[src/rtl/pafit_pkg.sv]
package pafit_pkg;

  localparam int UNIT_W     = 10;
  localparam int PIDX_W     = 4;
  localparam int STATUS_W   = 3;
  localparam int MODE_W     = 2;
  localparam int IN_DATA_W  = 16;
  localparam int OUT_DATA_W = 24;

  localparam logic CMD_ALLOC = 1'b0;
  localparam logic CMD_FREE  = 1'b1;

  localparam logic [MODE_W-1:0] FIT_FIRST = 2'd0;
  localparam logic [MODE_W-1:0] FIT_BEST  = 2'd1;
  localparam logic [MODE_W-1:0] FIT_WORST = 2'd2;

  localparam logic [STATUS_W-1:0] STAT_OK         = 3'd0;
  localparam logic [STATUS_W-1:0] STAT_BAD_SIZE   = 3'd1;
  localparam logic [STATUS_W-1:0] STAT_NO_SPACE   = 3'd2;
  localparam logic [STATUS_W-1:0] STAT_BAD_INDEX  = 3'd3;
  localparam logic [STATUS_W-1:0] STAT_TABLE_FULL = 3'd4;

  typedef struct packed {
    logic              busy;
    logic [UNIT_W-1:0] len;
    logic [UNIT_W-1:0] start;
  } part_t;

  typedef struct packed {
    logic              clear;
    logic              valid;
    logic [MODE_W-1:0] mode;
  } pick_ctl_t;

  typedef enum logic {
    ALU_ADD = 1'b0,
    ALU_SUB = 1'b1
  } alu_op_t;

  typedef enum logic [12:0] {
    S_INIT     = 13'b0000000000001,
    S_IDLE     = 13'b0000000000010,
    S_SCAN     = 13'b0000000000100,
    S_DECIDE   = 13'b0000000001000,
    S_SHIFT    = 13'b0000000010000,
    S_SPLIT_HI = 13'b0000000100000,
    S_SPLIT_LO = 13'b0000001000000,
    S_FR_OPEN  = 13'b0000010000000,
    S_FR_LEFT  = 13'b0000100000000,
    S_FR_RIGHT = 13'b0001000000000,
    S_FR_WRITE = 13'b0010000000000,
    S_COMPACT  = 13'b0100000000000,
    S_DONE     = 13'b1000000000000
  } state_t;

endpackage

[src/rtl/pafit_ram.sv]
module pafit_ram #(
  parameter int WIDTH = 8,
  parameter int DEPTH = 16
) (
  input  logic                     clk,
  input  logic                     we,
  input  logic [$clog2(DEPTH)-1:0] waddr,
  input  logic [WIDTH-1:0]         wdata,
  input  logic [$clog2(DEPTH)-1:0] raddr,
  output logic [WIDTH-1:0]         rdata
);

  logic [WIDTH-1:0] mem [DEPTH];
  logic [WIDTH-1:0] rdata_r;

  always_ff @(posedge clk) begin
    if (we) begin
      mem[waddr] <= wdata;
    end
    rdata_r <= mem[raddr];
  end

  assign rdata = rdata_r;

endmodule

[src/rtl/pafit_alu.sv]
module pafit_alu (
  input  pafit_pkg::alu_op_t          op,
  input  logic [pafit_pkg::UNIT_W-1:0] a,
  input  logic [pafit_pkg::UNIT_W-1:0] b,
  output logic [pafit_pkg::UNIT_W-1:0] y
);

  always_comb begin
    case (op)
      pafit_pkg::ALU_ADD: y = a + b;
      pafit_pkg::ALU_SUB: y = a - b;
      default:            y = a + b;
    endcase
  end

endmodule

[src/rtl/pafit_pick.sv]
module pafit_pick #(
  parameter int IDX_W = 4
) (
  input  logic                          clk,
  input  logic                          rst_n,
  input  pafit_pkg::pick_ctl_t          ctl,
  input  pafit_pkg::part_t              ent,
  input  logic [IDX_W-1:0]              ent_idx,
  input  logic [pafit_pkg::UNIT_W-1:0]  req,
  output logic                          found,
  output logic [IDX_W-1:0]              pick_idx,
  output pafit_pkg::part_t              pick_ent
);

  logic             found_r, found_nxt;
  logic [IDX_W-1:0] idx_r, idx_nxt;
  pafit_pkg::part_t ent_r, ent_nxt;
  logic             cand;
  logic             take;

  always_comb begin
    cand = ctl.valid && !ent.busy && (ent.len >= req);
    take = cand && (!found_r ||
                    ((ctl.mode == pafit_pkg::FIT_BEST)  && (ent.len < ent_r.len)) ||
                    ((ctl.mode == pafit_pkg::FIT_WORST) && (ent.len > ent_r.len)));
    found_nxt = found_r;
    idx_nxt   = idx_r;
    ent_nxt   = ent_r;
    if (ctl.clear) begin
      found_nxt = 1'b0;
    end else if (take) begin
      found_nxt = 1'b1;
      idx_nxt   = ent_idx;
      ent_nxt   = ent;
    end
  end

  always_ff @(posedge clk) begin
    if (!rst_n) begin
      found_r <= 1'b0;
    end else begin
      found_r <= found_nxt;
    end
    idx_r <= idx_nxt;
    ent_r <= ent_nxt;
  end

  assign found    = found_r;
  assign pick_idx = idx_r;
  assign pick_ent = ent_r;

endmodule

[src/rtl/partition_allocator_fit.sv]
// Channel  Ports                         Dir  Fields (lowest bit up)
// in       in_tvalid/in_tready           in   tdata: alloc_size, partition_index
//                                             tuser: command
// out      out_tvalid/out_tready         out  tdata: region_address, region_index,
//                                                    region_size; tuser: status
// cfg      cfg_valid/cfg_ready           in   data: fit_mode
//
// One request at a time; in_tready is high only while idle.
// Allocate: scans one entry per cycle, then decides; on a split it shifts the later
// entries up to open a slot and writes both halves, then loads the result word.
// Free: reads neighbors on each side, merging free ones and stopping at the first busy one
// per side, writes the merged entry and loads the result word; a merge moves later entries down.
// After reset entry 0 is seeded before idle; a result waiting on out_tready holds the block.
module partition_allocator_fit #(
  parameter int MEM_UNITS = 640,
  parameter int MAX_PARTS = 16
) (
  input  logic                                 clk,
  input  logic                                 rst_n,
  input  logic                                 in_tvalid,
  output logic                                 in_tready,
  input  logic [pafit_pkg::IN_DATA_W-1:0]      in_tdata,   // alloc_size, partition_index
  input  logic [0:0]                           in_tuser,   // command
  output logic                                 out_tvalid,
  input  logic                                 out_tready,
  output logic [pafit_pkg::OUT_DATA_W-1:0]     out_tdata,  // address, index, size
  output logic [pafit_pkg::STATUS_W-1:0]       out_tuser,  // status
  input  logic                                 cfg_valid,
  output logic                                 cfg_ready,
  input  logic [pafit_pkg::MODE_W-1:0]         cfg_data    // fit_mode
);

  localparam int IW = $clog2(MAX_PARTS);
  localparam int CW = $clog2(MAX_PARTS + 1);
  localparam int UW = pafit_pkg::UNIT_W;
  localparam int PW = pafit_pkg::PIDX_W;

  pafit_pkg::state_t state_r, state_nxt;

  logic [CW-1:0]                    cnt_r, cnt_nxt;
  logic [pafit_pkg::MODE_W-1:0]     fit_mode_r, fit_mode_nxt;
  logic [UW-1:0]                    req_r, req_nxt;
  logic [PW-1:0]                    idx_r, idx_nxt;
  logic [CW-1:0]                    ptr_r, ptr_nxt;
  logic [IW-1:0]                    wptr_r, wptr_nxt;
  logic                             pend_r, pend_nxt;
  logic [UW-1:0]                    sum_r, sum_nxt;
  logic [UW-1:0]                    start_r, start_nxt;
  logic [IW-1:0]                    lo_r, lo_nxt;
  logic [CW-1:0]                    src_r, src_nxt;
  logic [CW-1:0]                    gap_r, gap_nxt;
  logic [UW-1:0]                    tail_r, tail_nxt;
  logic [IW-1:0]                    didx_r, didx_nxt;
  logic [pafit_pkg::STATUS_W-1:0]   res_status_r, res_status_nxt;
  logic [UW-1:0]                    res_addr_r, res_addr_nxt;
  logic [PW-1:0]                    res_idx_r, res_idx_nxt;
  logic [UW-1:0]                    res_size_r, res_size_nxt;
  logic                             out_tvalid_r, out_tvalid_nxt;
  logic [pafit_pkg::OUT_DATA_W-1:0] out_tdata_r, out_tdata_nxt;
  logic [pafit_pkg::STATUS_W-1:0]   out_tuser_r, out_tuser_nxt;

  logic                     ram_we;
  logic [IW-1:0]            ram_waddr;
  pafit_pkg::part_t         ram_wdata;
  logic [IW-1:0]            ram_raddr;
  logic [$bits(pafit_pkg::part_t)-1:0] ram_rdata;
  pafit_pkg::part_t         rd_q;

  pafit_pkg::pick_ctl_t     pick_ctl;
  logic                     pick_found;
  logic [IW-1:0]            pick_idx;
  pafit_pkg::part_t         pick_ent;

  pafit_pkg::alu_op_t       alu_op;
  logic [UW-1:0]            alu_a;
  logic [UW-1:0]            alu_b;
  logic [UW-1:0]            alu_y;

  logic [UW-1:0]            in_size;
  logic [PW-1:0]            in_pidx;
  logic [CW-1:0]            ptr_inc;
  logic [CW-1:0]            ptr_dec;
  logic [CW-1:0]            idx_ext;
  logic [CW-1:0]            idx_inc;
  logic [CW-1:0]            ptr_back;
  logic [CW-1:0]            gap_calc;

  assign rd_q     = pafit_pkg::part_t'(ram_rdata);
  assign in_size  = in_tdata[UW-1:0];
  assign in_pidx  = in_tdata[UW+PW-1:UW];
  assign ptr_inc  = ptr_r + 1'b1;
  assign ptr_dec  = ptr_r - 1'b1;
  assign idx_ext  = CW'(idx_r);
  assign idx_inc  = idx_ext + 1'b1;
  assign ptr_back = ptr_r - gap_r;
  assign gap_calc = src_r - CW'(lo_r) - 1'b1;

  pafit_ram #(
    .WIDTH($bits(pafit_pkg::part_t)),
    .DEPTH(MAX_PARTS)
  ) u_ram (
    .clk   (clk),
    .we    (ram_we),
    .waddr (ram_waddr),
    .wdata (ram_wdata),
    .raddr (ram_raddr),
    .rdata (ram_rdata)
  );

  pafit_pick #(
    .IDX_W(IW)
  ) u_pick (
    .clk      (clk),
    .rst_n    (rst_n),
    .ctl      (pick_ctl),
    .ent      (rd_q),
    .ent_idx  (didx_r),
    .req      (req_r),
    .found    (pick_found),
    .pick_idx (pick_idx),
    .pick_ent (pick_ent)
  );

  pafit_alu u_alu (
    .op (alu_op),
    .a  (alu_a),
    .b  (alu_b),
    .y  (alu_y)
  );

  always_comb begin
    state_nxt      = state_r;
    cnt_nxt        = cnt_r;
    fit_mode_nxt   = fit_mode_r;
    req_nxt        = req_r;
    idx_nxt        = idx_r;
    ptr_nxt        = ptr_r;
    wptr_nxt       = wptr_r;
    pend_nxt       = pend_r;
    sum_nxt        = sum_r;
    start_nxt      = start_r;
    lo_nxt         = lo_r;
    src_nxt        = src_r;
    gap_nxt        = gap_r;
    tail_nxt       = tail_r;
    didx_nxt       = didx_r;
    res_status_nxt = res_status_r;
    res_addr_nxt   = res_addr_r;
    res_idx_nxt    = res_idx_r;
    res_size_nxt   = res_size_r;
    out_tvalid_nxt = out_tvalid_r;
    out_tdata_nxt  = out_tdata_r;
    out_tuser_nxt  = out_tuser_r;

    ram_we    = 1'b0;
    ram_waddr = '0;
    ram_wdata = '0;
    ram_raddr = '0;

    pick_ctl.clear = 1'b0;
    pick_ctl.valid = 1'b0;
    pick_ctl.mode  = fit_mode_r;

    alu_op = pafit_pkg::ALU_ADD;
    alu_a  = sum_r;
    alu_b  = rd_q.len;

    if (cfg_valid) begin
      fit_mode_nxt = cfg_data;
    end

    if (out_tvalid_r && out_tready) begin
      out_tvalid_nxt = 1'b0;
    end

    case (state_r)
      pafit_pkg::S_INIT: begin
        ram_we          = 1'b1;
        ram_waddr       = '0;
        ram_wdata.busy  = 1'b0;
        ram_wdata.len   = UW'(MEM_UNITS);
        ram_wdata.start = '0;
        state_nxt       = pafit_pkg::S_IDLE;
      end

      pafit_pkg::S_IDLE: begin
        ram_raddr = IW'(in_pidx);
        if (in_tvalid) begin
          req_nxt      = in_size;
          idx_nxt      = in_pidx;
          res_addr_nxt = '0;
          res_idx_nxt  = '0;
          res_size_nxt = '0;
          if (in_tuser[0] == pafit_pkg::CMD_ALLOC) begin
            if ((in_size == '0) || (in_size > UW'(MEM_UNITS))) begin
              res_status_nxt = pafit_pkg::STAT_BAD_SIZE;
              state_nxt      = pafit_pkg::S_DONE;
            end else begin
              pick_ctl.clear = 1'b1;
              ptr_nxt        = '0;
              pend_nxt       = 1'b0;
              state_nxt      = pafit_pkg::S_SCAN;
            end
          end else begin
            if (8'(in_pidx) >= 8'(cnt_r)) begin
              res_status_nxt = pafit_pkg::STAT_BAD_INDEX;
              state_nxt      = pafit_pkg::S_DONE;
            end else begin
              state_nxt = pafit_pkg::S_FR_OPEN;
            end
          end
        end
      end

      pafit_pkg::S_SCAN: begin
        pick_ctl.valid = pend_r;
        if (ptr_r < cnt_r) begin
          ram_raddr = ptr_r[IW-1:0];
          didx_nxt  = ptr_r[IW-1:0];
          ptr_nxt   = ptr_inc;
          pend_nxt  = 1'b1;
        end else begin
          pend_nxt = 1'b0;
          if (!pend_r) begin
            state_nxt = pafit_pkg::S_DECIDE;
          end
        end
      end

      pafit_pkg::S_DECIDE: begin
        alu_op   = pafit_pkg::ALU_SUB;
        alu_a    = pick_ent.len;
        alu_b    = req_r;
        tail_nxt = alu_y;
        if (!pick_found) begin
          res_status_nxt = pafit_pkg::STAT_NO_SPACE;
          state_nxt      = pafit_pkg::S_DONE;
        end else if (alu_y == '0) begin
          ram_we          = 1'b1;
          ram_waddr       = pick_idx;
          ram_wdata       = pick_ent;
          ram_wdata.busy  = 1'b1;
          res_status_nxt  = pafit_pkg::STAT_OK;
          res_addr_nxt    = pick_ent.start;
          res_idx_nxt     = PW'(pick_idx);
          res_size_nxt    = req_r;
          state_nxt       = pafit_pkg::S_DONE;
        end else if (cnt_r == CW'(MAX_PARTS)) begin
          res_status_nxt = pafit_pkg::STAT_TABLE_FULL;
          state_nxt      = pafit_pkg::S_DONE;
        end else begin
          ptr_nxt   = cnt_r - 1'b1;
          pend_nxt  = 1'b0;
          state_nxt = pafit_pkg::S_SHIFT;
        end
      end

      pafit_pkg::S_SHIFT: begin
        if (pend_r) begin
          ram_we    = 1'b1;
          ram_waddr = wptr_r;
          ram_wdata = rd_q;
        end
        if (ptr_r > CW'(pick_idx)) begin
          ram_raddr = ptr_r[IW-1:0];
          wptr_nxt  = ptr_inc[IW-1:0];
          ptr_nxt   = ptr_dec;
          pend_nxt  = 1'b1;
        end else begin
          pend_nxt = 1'b0;
          if (!pend_r) begin
            state_nxt = pafit_pkg::S_SPLIT_HI;
          end
        end
      end

      pafit_pkg::S_SPLIT_HI: begin
        alu_op          = pafit_pkg::ALU_ADD;
        alu_a           = pick_ent.start;
        alu_b           = req_r;
        ram_we          = 1'b1;
        ram_waddr       = pick_idx + 1'b1;
        ram_wdata.busy  = 1'b0;
        ram_wdata.len   = tail_r;
        ram_wdata.start = alu_y;
        state_nxt       = pafit_pkg::S_SPLIT_LO;
      end

      pafit_pkg::S_SPLIT_LO: begin
        ram_we          = 1'b1;
        ram_waddr       = pick_idx;
        ram_wdata.busy  = 1'b1;
        ram_wdata.len   = req_r;
        ram_wdata.start = pick_ent.start;
        cnt_nxt         = cnt_r + 1'b1;
        res_status_nxt  = pafit_pkg::STAT_OK;
        res_addr_nxt    = pick_ent.start;
        res_idx_nxt     = PW'(pick_idx);
        res_size_nxt    = req_r;
        state_nxt       = pafit_pkg::S_DONE;
      end

      pafit_pkg::S_FR_OPEN: begin
        sum_nxt   = rd_q.len;
        start_nxt = rd_q.start;
        lo_nxt    = IW'(idx_r);
        src_nxt   = idx_inc;
        if (idx_r != '0) begin
          ram_raddr = IW'(idx_r - 1'b1);
          ptr_nxt   = idx_ext - 1'b1;
          state_nxt = pafit_pkg::S_FR_LEFT;
        end else if (idx_inc < cnt_r) begin
          ram_raddr = idx_inc[IW-1:0];
          ptr_nxt   = idx_inc;
          state_nxt = pafit_pkg::S_FR_RIGHT;
        end else begin
          state_nxt = pafit_pkg::S_FR_WRITE;
        end
      end

      pafit_pkg::S_FR_LEFT: begin
        if (!rd_q.busy && (ptr_r != '0)) begin
          sum_nxt   = alu_y;
          start_nxt = rd_q.start;
          lo_nxt    = ptr_r[IW-1:0];
          ram_raddr = ptr_dec[IW-1:0];
          ptr_nxt   = ptr_dec;
        end else begin
          if (!rd_q.busy) begin
            sum_nxt   = alu_y;
            start_nxt = rd_q.start;
            lo_nxt    = ptr_r[IW-1:0];
          end
          if (idx_inc < cnt_r) begin
            ram_raddr = idx_inc[IW-1:0];
            ptr_nxt   = idx_inc;
            state_nxt = pafit_pkg::S_FR_RIGHT;
          end else begin
            state_nxt = pafit_pkg::S_FR_WRITE;
          end
        end
      end

      pafit_pkg::S_FR_RIGHT: begin
        if (!rd_q.busy) begin
          sum_nxt = alu_y;
          src_nxt = ptr_inc;
          if (ptr_inc < cnt_r) begin
            ram_raddr = ptr_inc[IW-1:0];
            ptr_nxt   = ptr_inc;
          end else begin
            state_nxt = pafit_pkg::S_FR_WRITE;
          end
        end else begin
          state_nxt = pafit_pkg::S_FR_WRITE;
        end
      end

      pafit_pkg::S_FR_WRITE: begin
        ram_we          = 1'b1;
        ram_waddr       = lo_r;
        ram_wdata.busy  = 1'b0;
        ram_wdata.len   = sum_r;
        ram_wdata.start = start_r;
        res_status_nxt  = pafit_pkg::STAT_OK;
        res_addr_nxt    = start_r;
        res_idx_nxt     = PW'(lo_r);
        res_size_nxt    = sum_r;
        gap_nxt         = gap_calc;
        if (gap_calc != '0) begin
          ptr_nxt   = src_r;
          pend_nxt  = 1'b0;
          state_nxt = pafit_pkg::S_COMPACT;
        end else begin
          state_nxt = pafit_pkg::S_DONE;
        end
      end

      pafit_pkg::S_COMPACT: begin
        if (pend_r) begin
          ram_we    = 1'b1;
          ram_waddr = wptr_r;
          ram_wdata = rd_q;
        end
        if (ptr_r < cnt_r) begin
          ram_raddr = ptr_r[IW-1:0];
          wptr_nxt  = ptr_back[IW-1:0];
          ptr_nxt   = ptr_inc;
          pend_nxt  = 1'b1;
        end else begin
          pend_nxt = 1'b0;
          if (!pend_r) begin
            cnt_nxt   = cnt_r - gap_r;
            state_nxt = pafit_pkg::S_DONE;
          end
        end
      end

      pafit_pkg::S_DONE: begin
        if (!out_tvalid_r || out_tready) begin
          out_tvalid_nxt = 1'b1;
          out_tdata_nxt  = {res_size_r, res_idx_r, res_addr_r};
          out_tuser_nxt  = res_status_r;
          state_nxt      = pafit_pkg::S_IDLE;
        end
      end

      default: begin
        state_nxt = pafit_pkg::S_IDLE;
      end
    endcase
  end

  always_ff @(posedge clk) begin
    if (!rst_n) begin
      state_r      <= pafit_pkg::S_INIT;
      cnt_r        <= CW'(1);
      fit_mode_r   <= pafit_pkg::FIT_FIRST;
      pend_r       <= 1'b0;
      out_tvalid_r <= 1'b0;
    end else begin
      state_r      <= state_nxt;
      cnt_r        <= cnt_nxt;
      fit_mode_r   <= fit_mode_nxt;
      pend_r       <= pend_nxt;
      out_tvalid_r <= out_tvalid_nxt;
    end
    req_r        <= req_nxt;
    idx_r        <= idx_nxt;
    ptr_r        <= ptr_nxt;
    wptr_r       <= wptr_nxt;
    sum_r        <= sum_nxt;
    start_r      <= start_nxt;
    lo_r         <= lo_nxt;
    src_r        <= src_nxt;
    gap_r        <= gap_nxt;
    tail_r       <= tail_nxt;
    didx_r       <= didx_nxt;
    res_status_r <= res_status_nxt;
    res_addr_r   <= res_addr_nxt;
    res_idx_r    <= res_idx_nxt;
    res_size_r   <= res_size_nxt;
    out_tdata_r  <= out_tdata_nxt;
    out_tuser_r  <= out_tuser_nxt;
  end

  assign in_tready  = (state_r == pafit_pkg::S_IDLE);
  assign cfg_ready  = 1'b1;
  assign out_tvalid = out_tvalid_r;
  assign out_tdata  = out_tdata_r;
  assign out_tuser  = out_tuser_r;

endmodule

[config.mk]
export PLATFORM = sky130hd
export DESIGN_NAME = partition_allocator_fit
export DESIGN_NICKNAME = d
export VERILOG_FILES = /design/src/rtl/pafit_pkg.sv /design/src/rtl/pafit_ram.sv /design/src/rtl/pafit_alu.sv /design/src/rtl/pafit_pick.sv /design/src/rtl/partition_allocator_fit.sv
export SDC_FILE = /design/constraint.sdc
export NUM_CORES = 1
export LEC_CHECK = 0
export BUFFER_PORTS_ARGS = -buffer_cell sky130_fd_sc_hd__buf_2
export CAP_MARGIN = 0
export CORE_ASPECT_RATIO = 0.75
export CORE_MARGIN = 2
export CORE_UTILIZATION = 25
export DETAILED_ROUTE_END_ITERATION = 10
export PLACE_DENSITY = 0.44
export SLEW_MARGIN = 25
export SYNTH_ARGS = -nofsm -noshare
export SYNTH_HDL_FRONTEND = slang
export SYNTH_HIERARCHICAL = 1
export SYNTH_SLANG_ARGS = --single-unit
[constraint.sdc]
create_clock -name clk -period 8.7 [get_ports clk]
set_input_delay 2.175 -clock clk [delete_from_list [all_inputs] [get_ports clk]]
set_output_delay 2.175 -clock clk [all_outputs]
set_load 0.01 [all_outputs]
==> results.ini <==
[sta]
worst_pin_slew_ns=0.843
grt_setup_unrepaired=false
slew_headroom_pct=43.0
final.setup_skew_ns=0.0237
timing.final.crit_share_pct=91.3
timing.fmax_ghz=0.126
finalCriticalPeriod_ns=7.94
setup-tns-final_ns=0
report.final.slew_viol_count=0
timing.final.setup_violations=0
finalHoldViolations=0

[outcome]
run_status=finished, final reports clean

[worst_hold_path]
hold_class=flop to flop
timing.hold.worst_path_depth=0
holdCritStartpoint=didx_r[3]$_DFFE_PP_

[detailed_routing]
number_of_remaining_drc_errors=0
wl_met2_mm=27.6
dr_total_vias=13974
ant_nets=0
met3WireLength_mm=4.08
routedWlPerCell_microns=22.4
first_pass_iters=6
top_layer_used=met4
vias_per_cell=4.84
routed_wirelength_mm=64.6
detail_route.wirelength.met1_mm=31.9
dr.first_iter.drc_count=1374

[job]
cap_viol_max_count=0

[worst_setup_path]
r2r_start=state_r[11]$_SDFFE_PN0P_
cp_data_required_time_ns=8.97
r2r.worst_path.cells=26
crit_type=flop to flop
path_common_cell=buf_4
crit_start=state_r[11]$_SDFFE_PN0P_
cpMaxStageDelayCell=or4_1
cp_num_cells=26
timing.critical_path.buf_inv=6
startpoint_type=flop
timing.critical_path.max_delay_family=simple AND/OR/NAND/NOR gates
end_kind=flop
worstPathArrival_ns=8.21
slowest_delay_ns=0.72
critPathMaxFanout=20

[cts]
htreeDepth=2
cts_max_path_buffers=3
clock_root_buffer=clkbuf_16
cts_tree=done
clkSinkCount=529
cts-buffers-inserted=55
cts_repair_resize_count=0
cts_setup_buffers=0
clock_pin_slew_on_the_worst_setup_and_hold_paths_ns=0.06
cts-hold-fix-buffers=0
clkLatencyLatePin_ns=0.63

[power]
swShare_pct=23.9
power-per-cell-area_nw_per_um2=207
comb_power_share_pct=7.7
share_clk_of_total_power_pct=41.7
seq_power_share_pct=50.6
switchingPower_mw=1.34
vdd.ir_drop.worst_mv=0.145
cellInternalPower_mw=4.28
p_leak_nw=9.08

[global_routing]
grt_start_max_net_pins=58
first_pass_grt_wire_length_mm=94.7
grt_overflow=0
antenna_found_initial=1
grt_use_total_pct=13.2
vias_in_the_first_global_route=13743

[final_layout]
finalNonFillerCells=2889
mostFrequentLayoutCells=edfxtp_1, nand2_1, ha_1
fillerInstances=9377
layout.cells.most_common=edfxtp_1
share_of_post_route_cells_with_drive_strength_above_1_pct=17.2
multi_input_area_sq_um=7560
final_nets=1699
synthToLayoutAreaGrowth_pct=15.1
area.sequential_sq_um=15400

[floorplan]
die_height_microns=270
core.rowCount=97
die-area_sq_um=96800
fp.dieW_microns=359
floorplan.io_pins=54
core_region_area_sq_um=93500
starting_utilization_of_the_core_area_pct=25.2

[synth]
synth.avg_cell_area_sq_um=15.4
netlist_area_sq_um=23600
synth_nets=1625
synth-warning-count=6
syn-instance-count=1530

[place]
place.gp.congestion=0.884
input_output_buffers=50
dp_hpwl_mm=42.0
dpl.cell_count=2784

## path summary, 6_finish.rpt
kind | end | slack [ns]
hold reg to reg | u_pick/pick_idx[3]$_DFFE_PP_ | 0.41
hold / removal | u_pick/pick_idx[3]$_DFFE_PP_ | 0.41
setup / recovery | u_ram/mem[9][15]$_DFFE_PP_ | 0.76
setup reg to reg | u_ram/mem[9][15]$_DFFE_PP_ | 0.76
## state kept, by name, summed over array words and instances, names as in the netlist, 10 cells and up
name,cells
tail_r,10
u_ram/mem,336
state_r,13
res_addr_r,10
req_r,10
out_tdata,24
u_pick/pick_ent,20
sum_r,10
res_size_r,10
u_ram/rdata,21
start_r,10
## power by group through the flow
stage          clock network (mW)  logic, mW  registers [mW]
4_1_cts                      2.42      0.435            2.84
6_report                     2.34      0.432            2.84
3_3_place_gp                    0      0.430            2.90
5_1_grt                      2.52      0.474            2.85
2_1_floorplan                   0      0.298            2.87
3_5_place_dp                    0      0.433            2.90
## stage by stage
step / total power, mW / util [%] / area, sq um / setup slack, ns / hold slack (ns)
floorplan: 3.17 / - / 23600 / 1.06 / 0.400
global placement: 3.33 / 27.1 / 25400 / 0.737 / 0.405
detailed placement: 3.33 / 27.1 / 25400 / 0.746 / 0.405
CTS: 5.70 / 29.0 / 27100 / 0.658 / 0.403
global route: 5.84 / 29.0 / 27100 / 0.234 / 0.427
finish: 5.62 / 29.0 / 27100 / 0.759 / 0.411
## final cells by class
class / count / area share, %
sequential: 529 / 56.9
multi-input combinational: 863 / 27.8
tap: 1237 / 5.70
clock buffer: 68 / 5.25
timing repair buffer: 88 / 2.07
clock inverter: 35 / 1.29
inverter: 67 / 0.927
antenna: 2 / 0.0184
## routing by layer
metal / track usage, % / vias up
met5: 0 / -
met3: 2.28 / 75
li1: - / 6255
met4: 2.73 / 0
met2: 19.2 / 430
met1: 20.3 / 7214
## worst register-to-register path: cells and delay by family, from the launching register on
family / cells / cell delay [ns]
xor+xnor: 1 / 0.24
mux: 2 / 0.61
compound gates: 5 / 1.00
buf+inv: 6 / 1.16
flops: 1 / 0.36
simple gates: 10 / 3.62
fa+ha+maj: 2 / 0.58
Power figures use the tool's default switching activity.
